--- src/hw/rtl/cbcb_pkg.sv ---
package cbcb_pkg;

	localparam int MAX_DIM   = 4096;
	localparam int COORD_W   = $clog2(MAX_DIM);
	localparam int DIM_W     = COORD_W + 1;
	localparam int CHAN_W    = 8;
	localparam int PIX_W     = 4 * CHAN_W;
	localparam int CFG_IDX_W = 2;

	localparam logic [CFG_IDX_W-1:0] REG_WIDTH  = 2'd0;
	localparam logic [CFG_IDX_W-1:0] REG_HEIGHT = 2'd1;
	localparam logic [CFG_IDX_W-1:0] REG_ALPHA  = 2'd2;

	localparam logic [CHAN_W-1:0] OPAQUE = 8'hFF;

	typedef logic [COORD_W-1:0] coord_t;

	typedef enum logic [1:0] {
		ST_CROP      = 2'd0,
		ST_ALL_CLEAR = 2'd1,
		ST_FULL      = 2'd2
	} status_t;

	// last valid index for a dimension; zero acts as one, oversize saturates
	function automatic coord_t dim_last(input logic [DIM_W-1:0] v);
		coord_t r;
		if (v == '0) begin
			r = '0;
		end else if (v > DIM_W'(MAX_DIM)) begin
			r = COORD_W'(MAX_DIM - 1);
		end else begin
			r = COORD_W'(v - DIM_W'(1));
		end
		return r;
	endfunction

endpackage

--- src/hw/rtl/cbcb_pixel_if.sv ---
interface cbcb_pixel_if;
	logic                         valid;
	logic                         ready;
	logic [cbcb_pkg::CHAN_W-1:0]  red;
	logic [cbcb_pkg::CHAN_W-1:0]  green;
	logic [cbcb_pkg::CHAN_W-1:0]  blue;
	logic [cbcb_pkg::CHAN_W-1:0]  alpha;

	modport source (output valid, red, green, blue, alpha, input ready);
	modport sink   (input valid, red, green, blue, alpha, output ready);
endinterface

--- src/hw/rtl/cbcb_bounds_if.sv ---
interface cbcb_bounds_if;
	logic                 valid;
	logic                 ready;
	cbcb_pkg::status_t    status;
	cbcb_pkg::coord_t     top_row;
	cbcb_pkg::coord_t     bottom_row;
	cbcb_pkg::coord_t     left_col;
	cbcb_pkg::coord_t     right_col;

	modport source (output valid, status, top_row, bottom_row, left_col, right_col,
		input ready);
	modport sink   (input valid, status, top_row, bottom_row, left_col, right_col,
		output ready);
endinterface

--- src/hw/rtl/clear_border_crop_bounds.sv ---
// Content bounding box for auto-crop. Pixels arrive in raster order on the
// pixel channel, one request per pixel; the first pixel of each frame sets the
// clear color (alpha compared only when has_alpha is 1). After the frame's
// last pixel one request leaves on the bounds channel with a status (crop,
// all clear, or content fills the frame) and the top/bottom/left/right bounds.
// One pixel is accepted every clock unless the stall below holds the input; each
// pixel is captured in an input register and then folded into the bounds, and
// the result register is loaded when the last pixel is folded in. The only
// stall is a last pixel arriving while the previous result is still held in
// the output register. Any configuration write to a defined register aborts
// the frame in progress; write configuration only while the block is idle.
module clear_border_crop_bounds (
	input  logic                          clk,
	input  logic                          arst_n,
	input  logic                          cfg_wr_en,
	input  logic [cbcb_pkg::CFG_IDX_W-1:0] cfg_index,
	input  logic [cbcb_pkg::DIM_W-1:0]    cfg_wdata,
	cbcb_pixel_if.sink                    pixel,
	cbcb_bounds_if.source                 bounds
);
	import cbcb_pkg::*;

	coord_t  width_last_q;
	coord_t  height_last_q;
	logic    has_alpha_q;

	logic              valid_s1;
	logic [PIX_W-1:0]  pix_s1;

	logic [PIX_W-1:0]  clear_q;
	coord_t            col_q;
	coord_t            row_q;
	coord_t            min_col_q;
	coord_t            max_col_q;
	coord_t            min_row_q;
	coord_t            max_row_q;
	logic              seen_q;

	logic              out_valid_q;
	status_t           status_q;
	coord_t            top_q;
	coord_t            bottom_q;
	coord_t            left_q;
	coord_t            right_q;

	logic              cfg_hit;
	logic              first_pix;
	logic              last_col;
	logic              is_last;
	logic              is_content;
	logic              out_space;
	logic              advance;
	logic              in_take;
	coord_t            n_min_col;
	coord_t            n_max_col;
	coord_t            n_min_row;
	coord_t            n_max_row;
	logic              n_seen;
	status_t           n_status;
	logic [CHAN_W-1:0] alpha_eff;

	always_comb begin
		unique case (cfg_index) inside
			REG_WIDTH, REG_HEIGHT, REG_ALPHA: cfg_hit = cfg_wr_en;
			default:                          cfg_hit = 1'b0;
		endcase
	end

	always_ff @(posedge clk or negedge arst_n) begin
		if (!arst_n) begin
			width_last_q  <= '0;
			height_last_q <= '0;
			has_alpha_q   <= 1'b1;
		end else if (cfg_wr_en) begin
			unique case (cfg_index)
				REG_WIDTH:  width_last_q  <= dim_last(cfg_wdata);
				REG_HEIGHT: height_last_q <= dim_last(cfg_wdata);
				REG_ALPHA:  has_alpha_q   <= cfg_wdata[0];
				default: ;
			endcase
		end
	end

	assign first_pix = (col_q == '0) && (row_q == '0);
	assign last_col  = col_q >= width_last_q;
	assign is_last   = last_col && (row_q >= height_last_q);
	assign is_content = !first_pix && (pix_s1 != clear_q);

	assign out_space   = !out_valid_q || bounds.ready;
	assign advance     = valid_s1 && (!is_last || out_space);
	assign pixel.ready = !valid_s1 || advance;
	assign in_take     = pixel.valid && pixel.ready;
	assign alpha_eff   = has_alpha_q ? pixel.alpha : OPAQUE;

	always_ff @(posedge clk or negedge arst_n) begin
		if (!arst_n) begin
			valid_s1 <= 1'b0;
		end else if (pixel.ready) begin
			valid_s1 <= pixel.valid;
		end
	end

	always_ff @(posedge clk) begin
		if (in_take) begin
			pix_s1 <= {alpha_eff, pixel.blue, pixel.green, pixel.red};
		end
	end

	always_comb begin
		n_min_col = min_col_q;
		n_max_col = max_col_q;
		n_min_row = min_row_q;
		n_max_row = max_row_q;
		n_seen    = seen_q;
		if (is_content) begin
			n_seen = 1'b1;
			if (!seen_q) begin
				n_min_col = col_q;
				n_max_col = col_q;
				n_min_row = row_q;
				n_max_row = row_q;
			end else begin
				if (col_q < min_col_q) n_min_col = col_q;
				if (col_q > max_col_q) n_max_col = col_q;
				if (row_q < min_row_q) n_min_row = row_q;
				if (row_q > max_row_q) n_max_row = row_q;
			end
		end
		if (!n_seen) begin
			n_status = ST_ALL_CLEAR;
		end else if (n_min_row == '0 && n_max_row == height_last_q &&
				n_min_col == '0 && n_max_col == width_last_q) begin
			n_status = ST_FULL;
		end else begin
			n_status = ST_CROP;
		end
	end

	always_ff @(posedge clk or negedge arst_n) begin
		if (!arst_n) begin
			clear_q   <= '0;
			col_q     <= '0;
			row_q     <= '0;
			min_col_q <= '0;
			max_col_q <= '0;
			min_row_q <= '0;
			max_row_q <= '0;
			seen_q    <= 1'b0;
		end else if (cfg_hit || (advance && is_last)) begin
			col_q     <= '0;
			row_q     <= '0;
			min_col_q <= '0;
			max_col_q <= '0;
			min_row_q <= '0;
			max_row_q <= '0;
			seen_q    <= 1'b0;
			if (advance && first_pix) begin
				clear_q <= pix_s1;
			end
		end else if (advance) begin
			if (first_pix) begin
				clear_q <= pix_s1;
			end
			min_col_q <= n_min_col;
			max_col_q <= n_max_col;
			min_row_q <= n_min_row;
			max_row_q <= n_max_row;
			seen_q    <= n_seen;
			if (last_col) begin
				col_q <= '0;
				row_q <= row_q + COORD_W'(1);
			end else begin
				col_q <= col_q + COORD_W'(1);
			end
		end
	end

	always_ff @(posedge clk or negedge arst_n) begin
		if (!arst_n) begin
			out_valid_q <= 1'b0;
		end else if (advance && is_last) begin
			out_valid_q <= 1'b1;
		end else if (bounds.ready) begin
			out_valid_q <= 1'b0;
		end
	end

	always_ff @(posedge clk) begin
		if (advance && is_last) begin
			status_q <= n_status;
			if (n_seen) begin
				top_q    <= n_min_row;
				bottom_q <= n_max_row;
				left_q   <= n_min_col;
				right_q  <= n_max_col;
			end else begin
				top_q    <= '0;
				bottom_q <= '0;
				left_q   <= '0;
				right_q  <= '0;
			end
		end
	end

	assign bounds.valid      = out_valid_q;
	assign bounds.status     = status_q;
	assign bounds.top_row    = top_q;
	assign bounds.bottom_row = bottom_q;
	assign bounds.left_col   = left_q;
	assign bounds.right_col  = right_q;

`ifndef SYNTHESIS
	a_unseen_zero: assert property (@(posedge clk) disable iff (!arst_n)
		!seen_q |-> (min_col_q == '0 && max_col_q == '0 &&
			min_row_q == '0 && max_row_q == '0))
		else $error("bounds nonzero before any content");

	a_bounds_order: assert property (@(posedge clk) disable iff (!arst_n)
		seen_q |-> (min_col_q <= max_col_q && min_row_q <= max_row_q))
		else $error("bounds out of order");

	a_pos_range: assert property (@(posedge clk) disable iff (!arst_n)
		(col_q <= width_last_q && row_q <= height_last_q))
		else $error("position past frame");

	a_clear_result: assert property (@(posedge clk) disable iff (!arst_n)
		(out_valid_q && status_q == ST_ALL_CLEAR) |->
			(top_q == '0 && bottom_q == '0 && left_q == '0 && right_q == '0))
		else $error("all-clear result carries bounds");
`endif

endmodule

--- src/flat_wrapper.sv ---
// flat-port wrapper written by rule: the top's interface ports become plain ports
module clear_border_crop_bounds_flat import cbcb_pkg::*;
  (clk, arst_n, cfg_wr_en, cfg_index, cfg_wdata, pixel_valid, pixel_red, pixel_green, pixel_blue, pixel_alpha, pixel_ready, bounds_valid, bounds_status, bounds_top_row, bounds_bottom_row, bounds_left_col, bounds_right_col, bounds_ready);
  cbcb_pixel_if pixel_i ();
  cbcb_bounds_if bounds_i ();
  input  logic clk;
  input  logic arst_n;
  input  logic cfg_wr_en;
  input  logic [cbcb_pkg::CFG_IDX_W-1:0] cfg_index;
  input  logic [cbcb_pkg::DIM_W-1:0] cfg_wdata;
  input wire logic [$bits(pixel_i.valid)-1:0] pixel_valid;
  input wire logic [$bits(pixel_i.red)-1:0] pixel_red;
  input wire logic [$bits(pixel_i.green)-1:0] pixel_green;
  input wire logic [$bits(pixel_i.blue)-1:0] pixel_blue;
  input wire logic [$bits(pixel_i.alpha)-1:0] pixel_alpha;
  output wire logic [$bits(pixel_i.ready)-1:0] pixel_ready;
  output wire logic [$bits(bounds_i.valid)-1:0] bounds_valid;
  output wire logic [$bits(bounds_i.status)-1:0] bounds_status;
  output wire logic [$bits(bounds_i.top_row)-1:0] bounds_top_row;
  output wire logic [$bits(bounds_i.bottom_row)-1:0] bounds_bottom_row;
  output wire logic [$bits(bounds_i.left_col)-1:0] bounds_left_col;
  output wire logic [$bits(bounds_i.right_col)-1:0] bounds_right_col;
  input wire logic [$bits(bounds_i.ready)-1:0] bounds_ready;
  assign pixel_i.valid = pixel_valid;
  assign pixel_i.red = pixel_red;
  assign pixel_i.green = pixel_green;
  assign pixel_i.blue = pixel_blue;
  assign pixel_i.alpha = pixel_alpha;
  assign pixel_ready = pixel_i.ready;
  assign bounds_valid = bounds_i.valid;
  assign bounds_status = bounds_i.status;
  assign bounds_top_row = bounds_i.top_row;
  assign bounds_bottom_row = bounds_i.bottom_row;
  assign bounds_left_col = bounds_i.left_col;
  assign bounds_right_col = bounds_i.right_col;
  assign bounds_i.ready = bounds_ready;
  clear_border_crop_bounds u_core (.clk(clk), .arst_n(arst_n), .cfg_wr_en(cfg_wr_en), .cfg_index(cfg_index), .cfg_wdata(cfg_wdata), .pixel(pixel_i), .bounds(bounds_i));
endmodule
--- config.mk ---
export PLATFORM = sky130hd
export DESIGN_NAME = clear_border_crop_bounds_flat
export DESIGN_NICKNAME = d
export VERILOG_FILES = /design/src/hw/rtl/cbcb_pkg.sv /design/src/hw/rtl/cbcb_pixel_if.sv /design/src/hw/rtl/cbcb_bounds_if.sv /design/src/hw/rtl/clear_border_crop_bounds.sv /design/src/flat_wrapper.sv
export SDC_FILE = /design/constraint.sdc
export NUM_CORES = 1
export LEC_CHECK = 0
export BUFFER_PORTS_ARGS = -buffer_cell sky130_fd_sc_hd__buf_2
export CAP_MARGIN = 20
export CORE_MARGIN = 2
export CORE_UTILIZATION = 45
export DETAILED_ROUTE_END_ITERATION = 8
export PLACE_DENSITY = 0.7
export SLEW_MARGIN = 25
export SYNTH_ARGS = -nofsm -noshare
export SYNTH_HDL_FRONTEND = slang
export SYNTH_SLANG_ARGS = --single-unit
--- constraint.sdc ---
create_clock -name clk -period 8.5 [get_ports clk]
set_input_delay 1.7 -clock clk [delete_from_list [all_inputs] [get_ports clk]]
set_output_delay 1.7 -clock clk [all_outputs]
set_load 0.005 [all_outputs]
Word-level counts from Yosys, hierarchy flattened
Index checks and enable logic that the tools add are counted.

word-level totals
  memories kept = 0
  ROM bits = 0
  register bits after elaboration = 214
  bits in latches = 0
  input port bits = 52
  output and inout port bits = 52
  logic and storage cells = 109
  RAM bits = 0

operators by class
  $add $sub $neg = 3
  $lt $le $gt $ge = 7
  muxes and demuxes = 39
  reduce and logical (&&, ||, !) cells = 34
  shifts and indexed selects = 0
  divide/modulo/power cells = 0
  bitwise logic cells = 0
  equality and inequality tests = 6
  $mul = 0

operator list
  operator                                                               number
  12-bit 2-to-1 mux                                                      28
  32-bit 2-to-1 mux                                                      4
  12-bit zero test                                                       4
  32-bit inequality test                                                 1
  12-bit by 1-bit adder with 12-bit output, second input constant        2
  12-bit equality test                                                   2
  12-bit greater-or-equal comparator                                     2
  12-bit > comparator                                                    2
  12-bit < comparator                                                    2
  13-bit > comparator, second input constant                             1
  13-bit zero test                                                       1
  12-bit by 1-bit subtractor with 12-bit output, second input constant   1
  1-bit logical AND                                                      10
  2-bit AND reduction                                                    4
  2-bit nonzero test                                                     4
  1-bit 2-to-1 mux                                                       6
  1-bit zero test                                                        4
  1-bit logical OR                                                       4
  3-bit AND reduction                                                    1
  3-bit OR reduction                                                     1
  2-bit by 1-bit equality test with 1-bit output, second input constant  1
  2-bit equality test, second input constant                             1
  2-bit zero test                                                        1
  2-bit 2-to-1 mux                                                       1
  2-bit inequality test, second input constant                           1

Depth between registers and ports, before layout
  depth in word-level cells = 10
  mapped depth = 14
  gate-level depth less buffers = 11

Least setup slack after synthesis
Ideal clock, no wire load.

  path kind = reg2reg
  start = register u_core.row_q[0]
  end = register u_core.seen_q
  path buffers = 2
  stages on the path, launching flop included = 14
  period minus slack after synthesis = 6176 ps
  slack = 2324 ps
  required time = 8368 ps
  arrival = 6044 ps
  setup time = 132 ps
  cells stage by stage = dfrtp_1 > clkbuf_1 > inv_1 > ha_1 > nand2b_1 > a21o_1 > a21o_1 > a21oi_1 > o2111ai_1 > o211ai_2 > nor3_1 > nand2b_1 > clkbuf_1 > nor2_1

on the way
  longest elaborated chain between the ends = 8
  elaborated cells between the ends (all ways) = 15
  classes of those cells = order compare (1); mux (3); reduce/logical (11)

RTL lines
  element                                                 line                             source
  start: declaration                                      clear_border_crop_bounds.sv:32   coord_t row_q;
  start signal: assignment                                clear_border_crop_bounds.sv:171  row_q <= row_q + COORD_W'(1);
  12-bit greater-or-equal comparator                      clear_border_crop_bounds.sv:86   assign is_last = last_col && (row_q >= height_last_q);
  1-bit logical AND                                       clear_border_crop_bounds.sv:86
  1-bit zero test                                         clear_border_crop_bounds.sv:90   assign advance = valid_s1 && (!is_last || out_space);
  1-bit logical OR                                        clear_border_crop_bounds.sv:90
  1-bit logical AND                                       clear_border_crop_bounds.sv:90
  1-bit logical AND                                       clear_border_crop_bounds.sv:149  end else if (cfg_hit || (advance && is_last)) begin
  1-bit logical OR                                        clear_border_crop_bounds.sv:149
  1-bit 2-to-1 mux or 2-bit nonzero test (tied branches)  n/a
  end signal: assignment                                  clear_border_crop_bounds.sv:168  seen_q <= n_seen;
  end: declaration                                        clear_border_crop_bounds.sv:37   logic seen_q;

Parallel ways exist; a longest one is shown, timed or not. The select of a mux whose other input is x is not followed.
A chain may end at the register's enable or synchronous reset.

Worst setup path in the final report
  start = register u_core.row_q[0]
  end = output port pixel_ready

on the way
  longest elaborated chain between the ends = 6

RTL lines
  element                             line                            source
  12-bit greater-or-equal comparator  clear_border_crop_bounds.sv:86
  1-bit logical AND                   clear_border_crop_bounds.sv:86
  1-bit zero test                     clear_border_crop_bounds.sv:90
  1-bit logical OR                    clear_border_crop_bounds.sv:90
  1-bit logical AND                   clear_border_crop_bounds.sv:90
  1-bit logical OR                    clear_border_crop_bounds.sv:91  assign pixel.ready = !valid_s1 || advance;
  end: declaration                    flat_wrapper.sv:16              output wire logic [$bits(pixel_i.ready)-1:0] pixel_ready;

No other way between the ends.

==> results.toml <==
[setup_path]
cp_max_fo = 11
path_buf_inv = 3
cp_data_required_time_ps = 6800
reg2reg_slack_ps = 4450
cpMaxStageDelayCell = "dfrtp_1"
arrival_ps = 3290
crit_path_start_kind = "flop"
path_class = "reg -> out"
end_kind = "output pin"
crit_path_max_incr_delay_ps = 570
crit_chain = "inv_1, ha_1, nand2b_1, a21o_1, a21o_1, a21oi_1, o2111ai_1, o211ai_2, nor3_1, inv_1, buf_2"
critical_path.top_delay_family = "compound AO/OA/AOI/OAI gates"

[global_routing]
grt_max_degree = 68
grt_pass1_vias = 8432
grtUsageTotal_pct = 21.3
antenna_found_initial = 0
grt_remaining_overflow = 0
grt_pass1_wl_um = 45500

[job]
cap_violations = 0

[sta]
slew_viol_final = 0
period_share_pct = 58.8
setup_tns_ps = 0
slew_headroom_pct = 33.3
min_period_ps = 4990
finalHoldViolCount = 0
skew_ps = 15.4
rsz0062_at_grt = "false"
fin_hold_ws_ps = 507
tightest_slew_ps = 998
fmax_mhz = 200
setup_viol = 0

[place]
port_buffers = 103
dp_hpwl_um = 20000
dpl_cell_area_um2 = 12400
gp_congestion = 0.928

[cts]
cts.sinks = 214
root_buffer = "clkbuf_16"
holdBufCountCts = 0
post-cts-setup-buffers = 0
cts_tree = "built"
cts.clk_slew.worst_paths_ps = 60
ctsHtreeMaxLevel = 1
clockBufferDepth = 3
clock_latency_ps = 510
cts_buffers = 23
cts_resized = 0

[yosys]
ys_warn_count = 0
synth_cell_type_count = 65
ys_seq_area_share_pct = 49.8
synth_edf_count = 82
syn_area_per_cell_um2 = 10.4
ys_ff_latch = 214
synth_ff_type = "dfrtp_1"
syn_nets = 1242
synth-async-reset-ratio_pct = 61.7
synth_cells = 1114
syn_area_um2 = 11600

[layout]
regArea_um2 = 5770
multiInputGateArea_um2 = 5300
finalInstanceArea_um2 = 13200
postLayoutCoreUtil_pct = 52.1
syn2layout_area_growth_pct = 13.6
drive_gt1_share_pct = 15.9
antenna_cells = 0
finalNetCount = 1318
reg_top3 = "u_core.clear_q x32, u_core.pix_s1 x32"
n_fill_cell = 2279

[die]
die-area_um2 = 27000
core_um2 = 25300
ioPinCount = 104
die_height_um = 164
start_util_pct = 45.9
rows = 58
die_w_um = 164

[power_and_ir_drop]
p_total_mw = 2.97
vdd_ir_drop_max_uv = 186
pwr_density_cell_nw_per_um2 = 225
leakage_nw = 5.84

[route]
vias_per_cell = 5.64
drc = 0
drtIter0Drc = 650
finalWirelength_um = 28000
routedWlPerCell_um = 18.3
drt-pass1-iter-count = 5
num_vias = 8668
ant_nets = 0

[hold_path]
hp-class = "reg -> reg"

[outcome]
status = "finished, final reports clean"
[final timing paths]
check / cells past startpoint / to / start
setup / recovery: 11 / pixel_ready / u_core.row_q[0]
hold / removal: 1 / u_core.clear_q[5] / u_core.pix_s1[5]
setup reg to reg: 12 / u_core.clear_q[17] / u_core.col_q[0]
hold reg to reg: 1 / u_core.clear_q[5] / u_core.pix_s1[5]
max in group asynchronous: 2 / u_core.height_last_q[9] / arst_n
min in group asynchronous: 1 / u_core.clear_q[17] / arst_n
[power by group]
| part | leakage [nW] | switching [mW] | internal [mW] |
|---|---|---|---|
| combinational | 2.96 | 0.380 | 0.283 |
| clock | 0.359 | 0.407 | 0.581 |
| sequential | 2.52 | 0.118 | 1.20 |
| total | 5.84 | 0.905 | 2.06 |
[per-stage QoR]
| stage | setup slack (ps) | instances |
|---|---|---|
| 6_report | 3510 | 1536 |
| 3_3_place_gp | 4150 | 1493 |
| 4_1_cts | 3510 | 1534 |
| 5_1_grt | 3290 | 1536 |
| 3_5_place_dp | 4060 | 1493 |
| 2_1_floorplan | 2320 | 1114 |
[layer usage]
layer	wire length [um]	global-route usage (%)
met1	13100	31.3
met2	12200	32.9
met3	2020	3.26
met4	720	5.57
met5	0	0
[cell usage after synthesis (15+ instances only)]
cell	count	area, um^2
dfrtp_1	131	3280
nor2_1	108	405
edfxtp_1	82	2460
inv_1	79	297
ha_1	76	951
a21oi_1	69	345
o21ai_0	65	325
nand2_1	57	214
clkbuf_1	50	188
a22o_1	48	420
xor2_1	43	377
nand3_1	25	125
mux2_2	22	248
nor4_1	22	138
a21o_1	20	150
nand2b_1	16	100
nor3_1	16	80.1
xnor2_1	15	131
[final cells by class]
class	instances	area share, %
flip-flops and latches	214	43.8
clock inverters	10	0.884
multi-input cells	757	40.3
clock buffers	31	4.75
well taps	330	3.14
repair buffers	115	4.92
inverters	79	2.25
[logic make-up (layout without fill, tap and decap cells)]
group	count (synthesis)	count (layout)	share of synthesized area, %
adders and majority gates	77	77	8.29
AOI/OAI and AO/OA	268	268	15.5
xor gates and xnor gates	58	58	4.38
muxes	45	45	4.23
buffers and inverters	143	235	4.81
DFF	214	214	49.8
and+or+nand+nor	309	309	13.0
[layout by cell type (no fill, tap or decap), types with 15 or more instances in the layout]
master | Yosys | layout
ha_1 | 76 | 76
nor4_1 | 22 | 22
nand2_1 | 57 | 57
a22o_1 | 48 | 48
clkbuf_16 | 0 | 23
inv_1 | 79 | 79
edfxtp_1 | 82 | 82
a21o_1 | 20 | 20
nor2_1 | 108 | 108
buf_2 | 10 | 102
nand3_1 | 25 | 25
a21oi_1 | 69 | 67
xor2_1 | 43 | 43
dfrtp_1 | 131 | 131
nand2b_1 | 16 | 16
mux2_2 | 22 | 22
xnor2_1 | 15 | 15
o21ai_0 | 65 | 65
(Power assumes the default switching activity.)
